`src/design/sps_pkg.sv`:
```
// shared types and constants for the sensor packet status parser
package sps_pkg;

	// packet id bytes
	localparam logic [7:0] ID_LID      = 8'h10;
	localparam logic [7:0] ID_PRESSURE = 8'h20;
	localparam logic [7:0] ID_TEMP     = 8'h30;
	localparam logic [7:0] ID_BATTERY  = 8'h40;
	localparam logic [7:0] ID_AIR      = 8'h50;

	// reported sensor kinds
	localparam logic [2:0] KIND_LID      = 3'd0;
	localparam logic [2:0] KIND_PRESSURE = 3'd1;
	localparam logic [2:0] KIND_TEMP     = 3'd2;
	localparam logic [2:0] KIND_BATTERY  = 3'd3;
	localparam logic [2:0] KIND_AIR      = 3'd4;
	localparam logic [2:0] KIND_IDLE     = 3'd7;

	// configuration register indexes
	localparam logic [1:0] REG_PRESSURE_LIMIT = 2'd0;
	localparam logic [1:0] REG_TEMP_LIMIT     = 2'd1;
	localparam logic [1:0] REG_BATT_LOW_PCT   = 2'd2;
	localparam logic [1:0] REG_AIR_CODE       = 2'd3;

	// configuration reset values
	localparam logic [15:0] PRESSURE_LIMIT_RST = 16'd60000;
	localparam logic [15:0] TEMP_LIMIT_RST     = 16'd60000;
	localparam logic [6:0]  BATT_LOW_PCT_RST   = 7'd5;
	localparam logic [7:0]  AIR_CODE_RST       = 8'h22;

	// percent = value * 100 / 60000 = value / 600, done as (value * PCT_MUL) >> PCT_SHIFT
	// exact over all 16-bit values since 65535 * (PCT_MUL * 600 - 2**26) < 2**26
	localparam int          PCT_SHIFT = 26;
	localparam logic [16:0] PCT_MUL   = 17'd111849;
	localparam logic [6:0]  PCT_MAX   = 7'd109;

	typedef struct packed {
		logic [2:0] sensor_kind;
		logic       lid_fault;
		logic       pressure_panic;
		logic       temperature_panic;
		logic       on_battery;
		logic       battery_low;
		logic       air_in_line;
		logic [6:0] battery_percent;
	} status_word_t;

endpackage

```
`src/design/sensor_packet_status_parser.sv`:
```
// sensor packet status parser: packet assembly, sticky flags and result buffering
// a closing word's result is registered in the output word, or the skid word
// throughput: one stream word per cycle unless stream_stall is high; the output
//   register plus one skid word absorb a result while the result side stalls
// reset: arst_n clears packet state, flags, battery level and output valids,
//   and loads the register defaults
module sensor_packet_status_parser
	import sps_pkg::*;
(
	input  logic       clk,
	input  logic       arst_n,

	input  logic       stream_valid,
	output logic       stream_stall,
	input  logic [7:0] stream_byte,

	input  logic       cfg_valid,
	output logic       cfg_ready,
	input  logic [1:0] cfg_index,
	input  logic [15:0] cfg_data,

	output logic       status_valid,
	input  logic       status_stall,
	output logic [2:0] sensor_kind,
	output logic       lid_fault,
	output logic       pressure_panic,
	output logic       temperature_panic,
	output logic       on_battery,
	output logic       battery_low,
	output logic       air_in_line,
	output logic [6:0] battery_percent
);

	logic [15:0] pressure_limit_q;
	logic [15:0] temperature_limit_q;
	logic [6:0]  batt_low_pct_q;
	logic [7:0]  air_code_q;

	logic [2:0]  kind_q;
	logic [1:0]  left_q;
	logic [15:0] acc_q;
	logic        lid_q, press_q, temp_q, onbatt_q, battlow_q, air_q;
	logic [6:0]  level_q;

	logic         out_valid_q;
	status_word_t out_q;
	logic         skid_valid_q;
	status_word_t skid_q;

	logic         accept;
	logic         finish;
	logic         emit;
	logic         out_take;
	logic [2:0]   kind_d;
	logic [1:0]   left_d;
	logic [15:0]  acc_d;
	logic [15:0]  reading;
	logic [32:0]  pct_prod;
	logic [6:0]   pct;
	status_word_t res;

	assign cfg_ready    = 1'b1;
	assign stream_stall = skid_valid_q;
	assign accept       = stream_valid && !skid_valid_q;
	assign out_take     = out_valid_q && !status_stall;

	// big-endian reading of a two-byte packet closed by this word
	assign reading  = {acc_q[7:0], stream_byte};
	assign pct_prod = acc_q * PCT_MUL;
	assign pct      = pct_prod[PCT_SHIFT +: 7];

	assign finish = (left_q == 2'd1);
	assign emit   = accept && finish;

	always_comb begin
		kind_d = kind_q;
		left_d = left_q;
		acc_d  = acc_q;
		if (left_q == 2'd0) begin
			acc_d = '0;
			case (stream_byte)
				ID_LID: begin
					kind_d = KIND_LID;
					left_d = 2'd1;
				end
				ID_PRESSURE: begin
					kind_d = KIND_PRESSURE;
					left_d = 2'd2;
				end
				ID_TEMP: begin
					kind_d = KIND_TEMP;
					left_d = 2'd2;
				end
				ID_BATTERY: begin
					kind_d = KIND_BATTERY;
					left_d = 2'd3;
				end
				ID_AIR: begin
					kind_d = KIND_AIR;
					left_d = 2'd1;
				end
				default: begin
					kind_d = KIND_IDLE;
					left_d = 2'd0;
				end
			endcase
		end else if (finish) begin
			kind_d = KIND_IDLE;
			left_d = 2'd0;
			acc_d  = '0;
		end else begin
			acc_d  = {acc_q[7:0], stream_byte};
			left_d = left_q - 2'd1;
		end
	end

	// flags as they stand after the closing word
	always_comb begin
		res.sensor_kind       = kind_q;
		res.lid_fault         = lid_q;
		res.pressure_panic    = press_q;
		res.temperature_panic = temp_q;
		res.on_battery        = onbatt_q;
		res.battery_low       = battlow_q;
		res.air_in_line       = air_q;
		res.battery_percent   = level_q;
		case (kind_q)
			KIND_LID: res.lid_fault = (stream_byte == 8'd0);
			KIND_PRESSURE: res.pressure_panic = (reading > pressure_limit_q);
			KIND_TEMP: res.temperature_panic = (reading > temperature_limit_q);
			KIND_BATTERY: begin
				res.battery_percent = pct;
				res.on_battery      = (stream_byte != 8'd0);
				res.battery_low     = (pct <= batt_low_pct_q);
			end
			default: res.air_in_line = (stream_byte == air_code_q);
		endcase
	end

	always_ff @(posedge clk or negedge arst_n) begin
		if (!arst_n) begin
			pressure_limit_q    <= PRESSURE_LIMIT_RST;
			temperature_limit_q <= TEMP_LIMIT_RST;
			batt_low_pct_q      <= BATT_LOW_PCT_RST;
			air_code_q          <= AIR_CODE_RST;
		end else if (cfg_valid && cfg_ready) begin
			case (cfg_index)
				REG_PRESSURE_LIMIT: pressure_limit_q <= cfg_data;
				REG_TEMP_LIMIT: temperature_limit_q <= cfg_data;
				REG_BATT_LOW_PCT: batt_low_pct_q <= cfg_data[6:0];
				REG_AIR_CODE: air_code_q <= cfg_data[7:0];
				default: ;
			endcase
		end
	end

	always_ff @(posedge clk or negedge arst_n) begin
		if (!arst_n) begin
			kind_q    <= KIND_IDLE;
			left_q    <= 2'd0;
			acc_q     <= '0;
			lid_q     <= 1'b0;
			press_q   <= 1'b0;
			temp_q    <= 1'b0;
			onbatt_q  <= 1'b0;
			battlow_q <= 1'b0;
			air_q     <= 1'b0;
			level_q   <= '0;
		end else if (accept) begin
			kind_q <= kind_d;
			left_q <= left_d;
			acc_q  <= acc_d;
			if (finish) begin
				lid_q     <= res.lid_fault;
				press_q   <= res.pressure_panic;
				temp_q    <= res.temperature_panic;
				onbatt_q  <= res.on_battery;
				battlow_q <= res.battery_low;
				air_q     <= res.air_in_line;
				level_q   <= res.battery_percent;
			end
		end
	end

	// output register with one skid word behind it
	always_ff @(posedge clk or negedge arst_n) begin
		if (!arst_n) begin
			out_valid_q  <= 1'b0;
			skid_valid_q <= 1'b0;
		end else begin
			if (!out_valid_q || out_take) begin
				out_valid_q <= skid_valid_q || emit;
				skid_valid_q <= 1'b0;
			end else if (emit) begin
				skid_valid_q <= 1'b1;
			end
		end
	end

	always_ff @(posedge clk) begin
		if (!out_valid_q || out_take) begin
			if (skid_valid_q) begin
				out_q <= skid_q;
			end else if (emit) begin
				out_q <= res;
			end
		end else if (emit) begin
			skid_q <= res;
		end
	end

	assign status_valid      = out_valid_q;
	assign sensor_kind       = out_q.sensor_kind;
	assign lid_fault         = out_q.lid_fault;
	assign pressure_panic    = out_q.pressure_panic;
	assign temperature_panic = out_q.temperature_panic;
	assign on_battery        = out_q.on_battery;
	assign battery_low       = out_q.battery_low;
	assign air_in_line       = out_q.air_in_line;
	assign battery_percent   = out_q.battery_percent;

endmodule

```
`config.mk`:
```
export PLATFORM = sky130hd
export DESIGN_NAME = sensor_packet_status_parser
export DESIGN_NICKNAME = d
export VERILOG_FILES = /design/src/design/sps_pkg.sv /design/src/design/sensor_packet_status_parser.sv
export SDC_FILE = /design/constraint.sdc
export NUM_CORES = 1
export LEC_CHECK = 0
export BUFFER_PORTS_ARGS = -buffer_cell sky130_fd_sc_hd__buf_2
export CORE_MARGIN = 2
export CORE_UTILIZATION = 60
export DETAILED_ROUTE_END_ITERATION = 8
export PLACE_DENSITY = 0.87
export SYNTH_ARGS = -nofsm -noshare
export SYNTH_HDL_FRONTEND = slang
export SYNTH_SLANG_ARGS = --single-unit
```
`constraint.sdc`:
```
create_clock -name clk -period 8.9 [get_ports clk]
set_clock_uncertainty 0.05 [all_clocks]
set_input_delay 0.89 -clock clk [delete_from_list [all_inputs] [get_ports clk]]
set_output_delay 0.89 -clock clk [all_outputs]
set_load 0.05 [all_outputs]
```
After elaboration in Yosys (flattened, before gate mapping)
Cells that the tools add are included.
- input port bits: 31
- word-level logic and storage cells: 96
- flip-flop bits (word level): 115
- output and inout port bits: 19
- reduce and logical (&&, ||, !) cells: 27
- add/subtract/negate cells: 1
- equality and inequality tests: 13
- muxes and demuxes: 18
- $lt $le $gt $ge: 3
- $mul: 1
- bitwise gates (word level): 1
- operators by type and width (operator ; number):
    $mux W16 ; 4
    $mul A16 B17 Y33 const B ; 1
    $gt A16 B16 Y1 ; 2
    $eq A8 B6 Y1 const B ; 2
    $eq A8 B7 Y1 const B ; 2
    $reduce_and A2 Y1 ; 8
    $pmux W3 S5 ; 1
    $eq A8 B5 Y1 const B ; 1
    $eq A8 B8 Y1 ; 1
    $logic_not A8 Y1 ; 1
    $reduce_bool A8 Y1 ; 1
    $le A7 B7 Y1 ; 1
    $mux W7 ; 1
    $eq A3 B2 Y1 const B ; 2
    $mux W1 ; 6
    $mux W2 ; 3
    $mux W3 ; 2
    $pmux W2 S3 ; 1
    $reduce_bool A2 Y1 ; 3
    $eq A2 B1 Y1 const B ; 2
    $eq A2 B2 Y1 const B ; 2
    $logic_not A2 Y1 ; 2
    $reduce_or A2 Y1 ; 2
    $reduce_or A4 Y1 ; 1
    7 further kinds ; 12

Logic depth before layout (Yosys ltp)
- depth in word-level cells: 5
- mapped depth: 27
- mapped depth without buffers: 27

Worst setup path before layout
No wires, ideal clock.
- path kind: register to register
- start point: reg acc_q[14]
- end point: reg out_q (netlist bit battery_low) (data pin)
- buffers on the path: 0
- data arrival time: 6262 ps
- clock period less this slack: 6464 ps
- stages on the path, launching flop included: 25
- setup time: 153 ps
- data required time: 8697 ps
- slack: 2436 ps
- cells stage by stage: dfrtp_1 -> fa_1 -> fa_1 -> inv_1 -> fa_1 -> inv_1 -> fa_1 -> fa_1 -> inv_1 -> fa_1 -> inv_1 -> ha_1 -> a21oi_2 -> o21ai_1 -> a41o_1 -> a211o_1 -> o31ai_4 -> xor2_2 -> inv_1 -> ha_1 -> a21o_1 -> a21oi_1 -> o21a_1 -> o22ai_1 -> o21ai_0
- longest elaborated chain between the ends: 5
- ends and longest elaborated chain (element ; line ; source):
    from (decl) ; sensor_packet_status_parser.sv:41 ; logic [15:0] acc_q;
    from (signal assigned) ; sensor_packet_status_parser.sv:161 ; acc_q <= '0;
    from (signal assigned) ; sensor_packet_status_parser.sv:172 ; acc_q <= acc_d;
    $mul A16 B17 Y33 ; sensor_packet_status_parser.sv:69 ; assign pct_prod = acc_q * PCT_MUL;
    $le A7 B7 Y1 ; sensor_packet_status_parser.sv:134 ; res.battery_low = (pct <= batt_low_pct_q);
    $mux W2 ; sensor_packet_status_parser.sv:127 ; case (kind_q)
    $mux W16 ; sensor_packet_status_parser.sv:204 ; end else if (emit) begin
    $mux W16 ; sensor_packet_status_parser.sv:202 ; if (skid_valid_q) begin
    to (signal assigned) ; sensor_packet_status_parser.sv:203 ; out_q <= skid_q;
    to (signal assigned) ; sensor_packet_status_parser.sv:205 ; out_q <= res;
    to (decl) ; sensor_packet_status_parser.sv:46 ; status_word_t out_q;
No other way between the ends. The select of a mux whose other input is x is not followed.
A chain may end at the register's enable or synchronous reset.

Final worst setup path
Ends and elaborated chain as after synthesis.

==> reports/results.tsv <==
metric	value	unit
syn-num-nets	1315	
critPathMostFrequentCell	fa_1	
clock_path_buffers	2	
routed_via_density	5.89	
cts_root_buffer	clkbuf_16	
synth_top_area_share	20.4	%
grt_pass1_wl	41100	um
crit_type	reg2reg	
setup_viol	0	
fin_crit_sh	78.6	%
coreArea	17300	um^2
diodes	0	
die_w	137	um
hold_viol	0	
start_util	61.5	%
critPathArrivalTime	7.11	ns
ys_seq_area_share	28.8	%
setup.worst_path.start	acc_q[14]	
ctsResizeCount	0	
netlist_instances	1015	
wl	25300	um
cts_setup_buffers	0	
antenna_found_initial	0	
critical_path_required	9.01	ns
grt_usage	29.4	%
syn_to_final_growth	10.2	%
maxCapViolations	0	
dpl.hpwl	19500	um
crit_buf_inv	4	
drive_gt1_share	15.1	%
gp_congestion	1.00	
r2r-end	battery_low	
rows	48	
drcViolationCount	0	
synth_area	10600	um^2
fillCellCount	1249	
multi_input_area	6770	um^2
cp-end-kind	flip-flop	
maxSlewViolCount	0	
nNetsFinal	1369	
crit_end	battery_low	
ys_warn_count	0	
critPathMaxStageDelay	0.55	ns
grt_pass1_vias	8134	
synth-edff-count	32	
clock_sinks	115	
r2r_setup_slack	1.90	ns
hold_class	in2async	
clk_latency	0.43	ns
synthTopCellsByArea	ha_1 (20%), fa_1 (18%), dfrtp_1 (15%)	
critical_path_cell_count	25	
die_y	137	um
finalSetupTns	0	ns
tightestPinTransition	1.14	ns
synth_top_flop_cell	dfrtp_1	
critPathMaxFanout	8	
tritoncts	done	
finalCriticalPeriod	7.00	ns
area.sequential	3060	um^2
drt_iter0_markers	484	
wl_per_cell	19.4	um
regToRegStartpoint	acc_q[14]	
grt_max_degree	54	
timing.fmax	143	MHz
slowest_stage	fa_1	
syn_area_per_cell	10.5	um^2
synthArstFlopShare	72.2	%
ys_types	64	
ys_ff_latch	115	
r2r_cells	25	
htree_levels	4	
rsz0062_at_grt	no	
run_status	finished, final reports clean	
slew_headroom	23.9	%
cts_made_buffers	17	
num_io_pins	50	
cts.clk_slew.worst_paths	0.06	ns
cts_hold_buf	0	
synth_top_area_cell	ha_1	
first_pass_iters	5	
cp-start-kind	flip-flop	
gr-total-overflow	0	
portBuffers	48	
vias	7696	
antenna_left	0	
die_area	18800	um^2
critPathTopFamily	adder cells	
-- registers in the layout, summed over array words and instances (netlist names), 2 cells and up --
register,cells
acc_q,16
air_code_q,8
batt_low_pct_q,7
battery_percent,7
kind_q,3
left_q,2
level_q,7
pressure_limit_q,16
sensor_kind,3
skid_q,16
temperature_limit_q,16
-- Yosys cell counts, types with 3 or more instances --
cell and count:
o211ai_1 4, dfstp_2 21, nand4_1 11, ha_1 173
nor3b_1 4, nor3_1 7, nand2_1 73, edfxtp_1 32
and4_1 3, and2_1 3, clkbuf_1 18, a211o_1 4
nand2b_1 9, nor2_1 30, o21ai_0 50, xnor2_1 7
o21ai_1 9, fa_1 96, a21oi_1 40, and3_1 5
mux2_2 43, nor4_1 5, inv_1 193, xor2_1 9
o21a_1 7, nand3b_1 5, a21o_1 15, dfrtp_1 62
nand3_1 14, nor2b_1 8, or2_2 3, a22o_1 8
-- cells in the final DEF, fill, tap and decap left out, types with 4 or more instances in the layout --
master and instances:
dfrtp_1 62, nor2b_1 8, a21oi_1 40, buf_4 8
a211o_1 4, o21ai_0 50, inv_6 4, o21ai_1 9
edfxtp_1 32, inv_1 193, nor4_1 5, o211ai_1 4
a21o_1 15, nor3_1 7, nand3b_1 5, dfstp_2 21
buf_2 47, nand2b_1 9, nand4_1 11, and3_1 5
ha_1 173, a22o_1 8, nand3_1 14, fa_1 96
xor2_1 9, mux2_2 43, nand2_1 73, nor2_1 30
o21a_1 7, xnor2_1 7, clkbuf_16 17
-- worst min path at each step --
stage / startpoint / to
after global placement: onbatt_q / onbatt_q
after global routing: arst_n / air_q
after floorplan: onbatt_q / onbatt_q
final: arst_n / air_q
after detailed placement: onbatt_q / onbatt_q
after CTS: arst_n / lid_q
-- cell type report --
| cell class | instances | area share, % |
|---|---|---|
| flip-flops and latches | 115 | 26.1 |
| inverters | 193 | 6.18 |
| well taps | 225 | 2.40 |
| multi-input cells | 687 | 57.8 |
| clock inverters | 14 | 1.30 |
| repair buffers | 55 | 2.52 |
| clock buffers | 18 | 3.66 |
-- layer usage --
metal / part of all wire [%] / global-route usage, %
met4: 5.1 / 15.5
met5: 0 / 0
met1: 41 / 37.2
met2: 49 / 48.3
met3: 5.9 / 5.07
-- through the flow --
step | cell area (um^2) | hold slack, ns | instances | util (%) | setup WS, ns
2_1_floorplan | 10600 | 0.400 | 1015 | - | 2.44
3_3_place_gp | 11100 | 0.413 | 1275 | 64.4 | 2.12
3_5_place_dp | 11100 | 0.429 | 1275 | 64.4 | 1.96
4_1_cts | 11700 | 0.352 | 1307 | 67.8 | 1.92
5_1_grt | 11700 | 0.375 | 1307 | 67.8 | 1.59
6_report | 11700 | 0.341 | 1307 | 67.8 | 1.90
-- logic make-up after synthesis --
logic type               after synthesis  synth area share [%]
flip-flops                           115                  28.8
multiplexers                          45                  4.74
XOR/XNOR                              18                  1.62
buffers and inverters                213                  7.56
adder cells (fa/ha/maj)              269                  38.4
AO/OA/AOI/OAI                        167                  10.2
other                                  1                0.0353
AND/OR/NAND/NOR                      187                  8.62
Power is left out: the tool's default activity adds up to more than one toggle a clock period on the data nets, which glitch-free logic cannot reach.
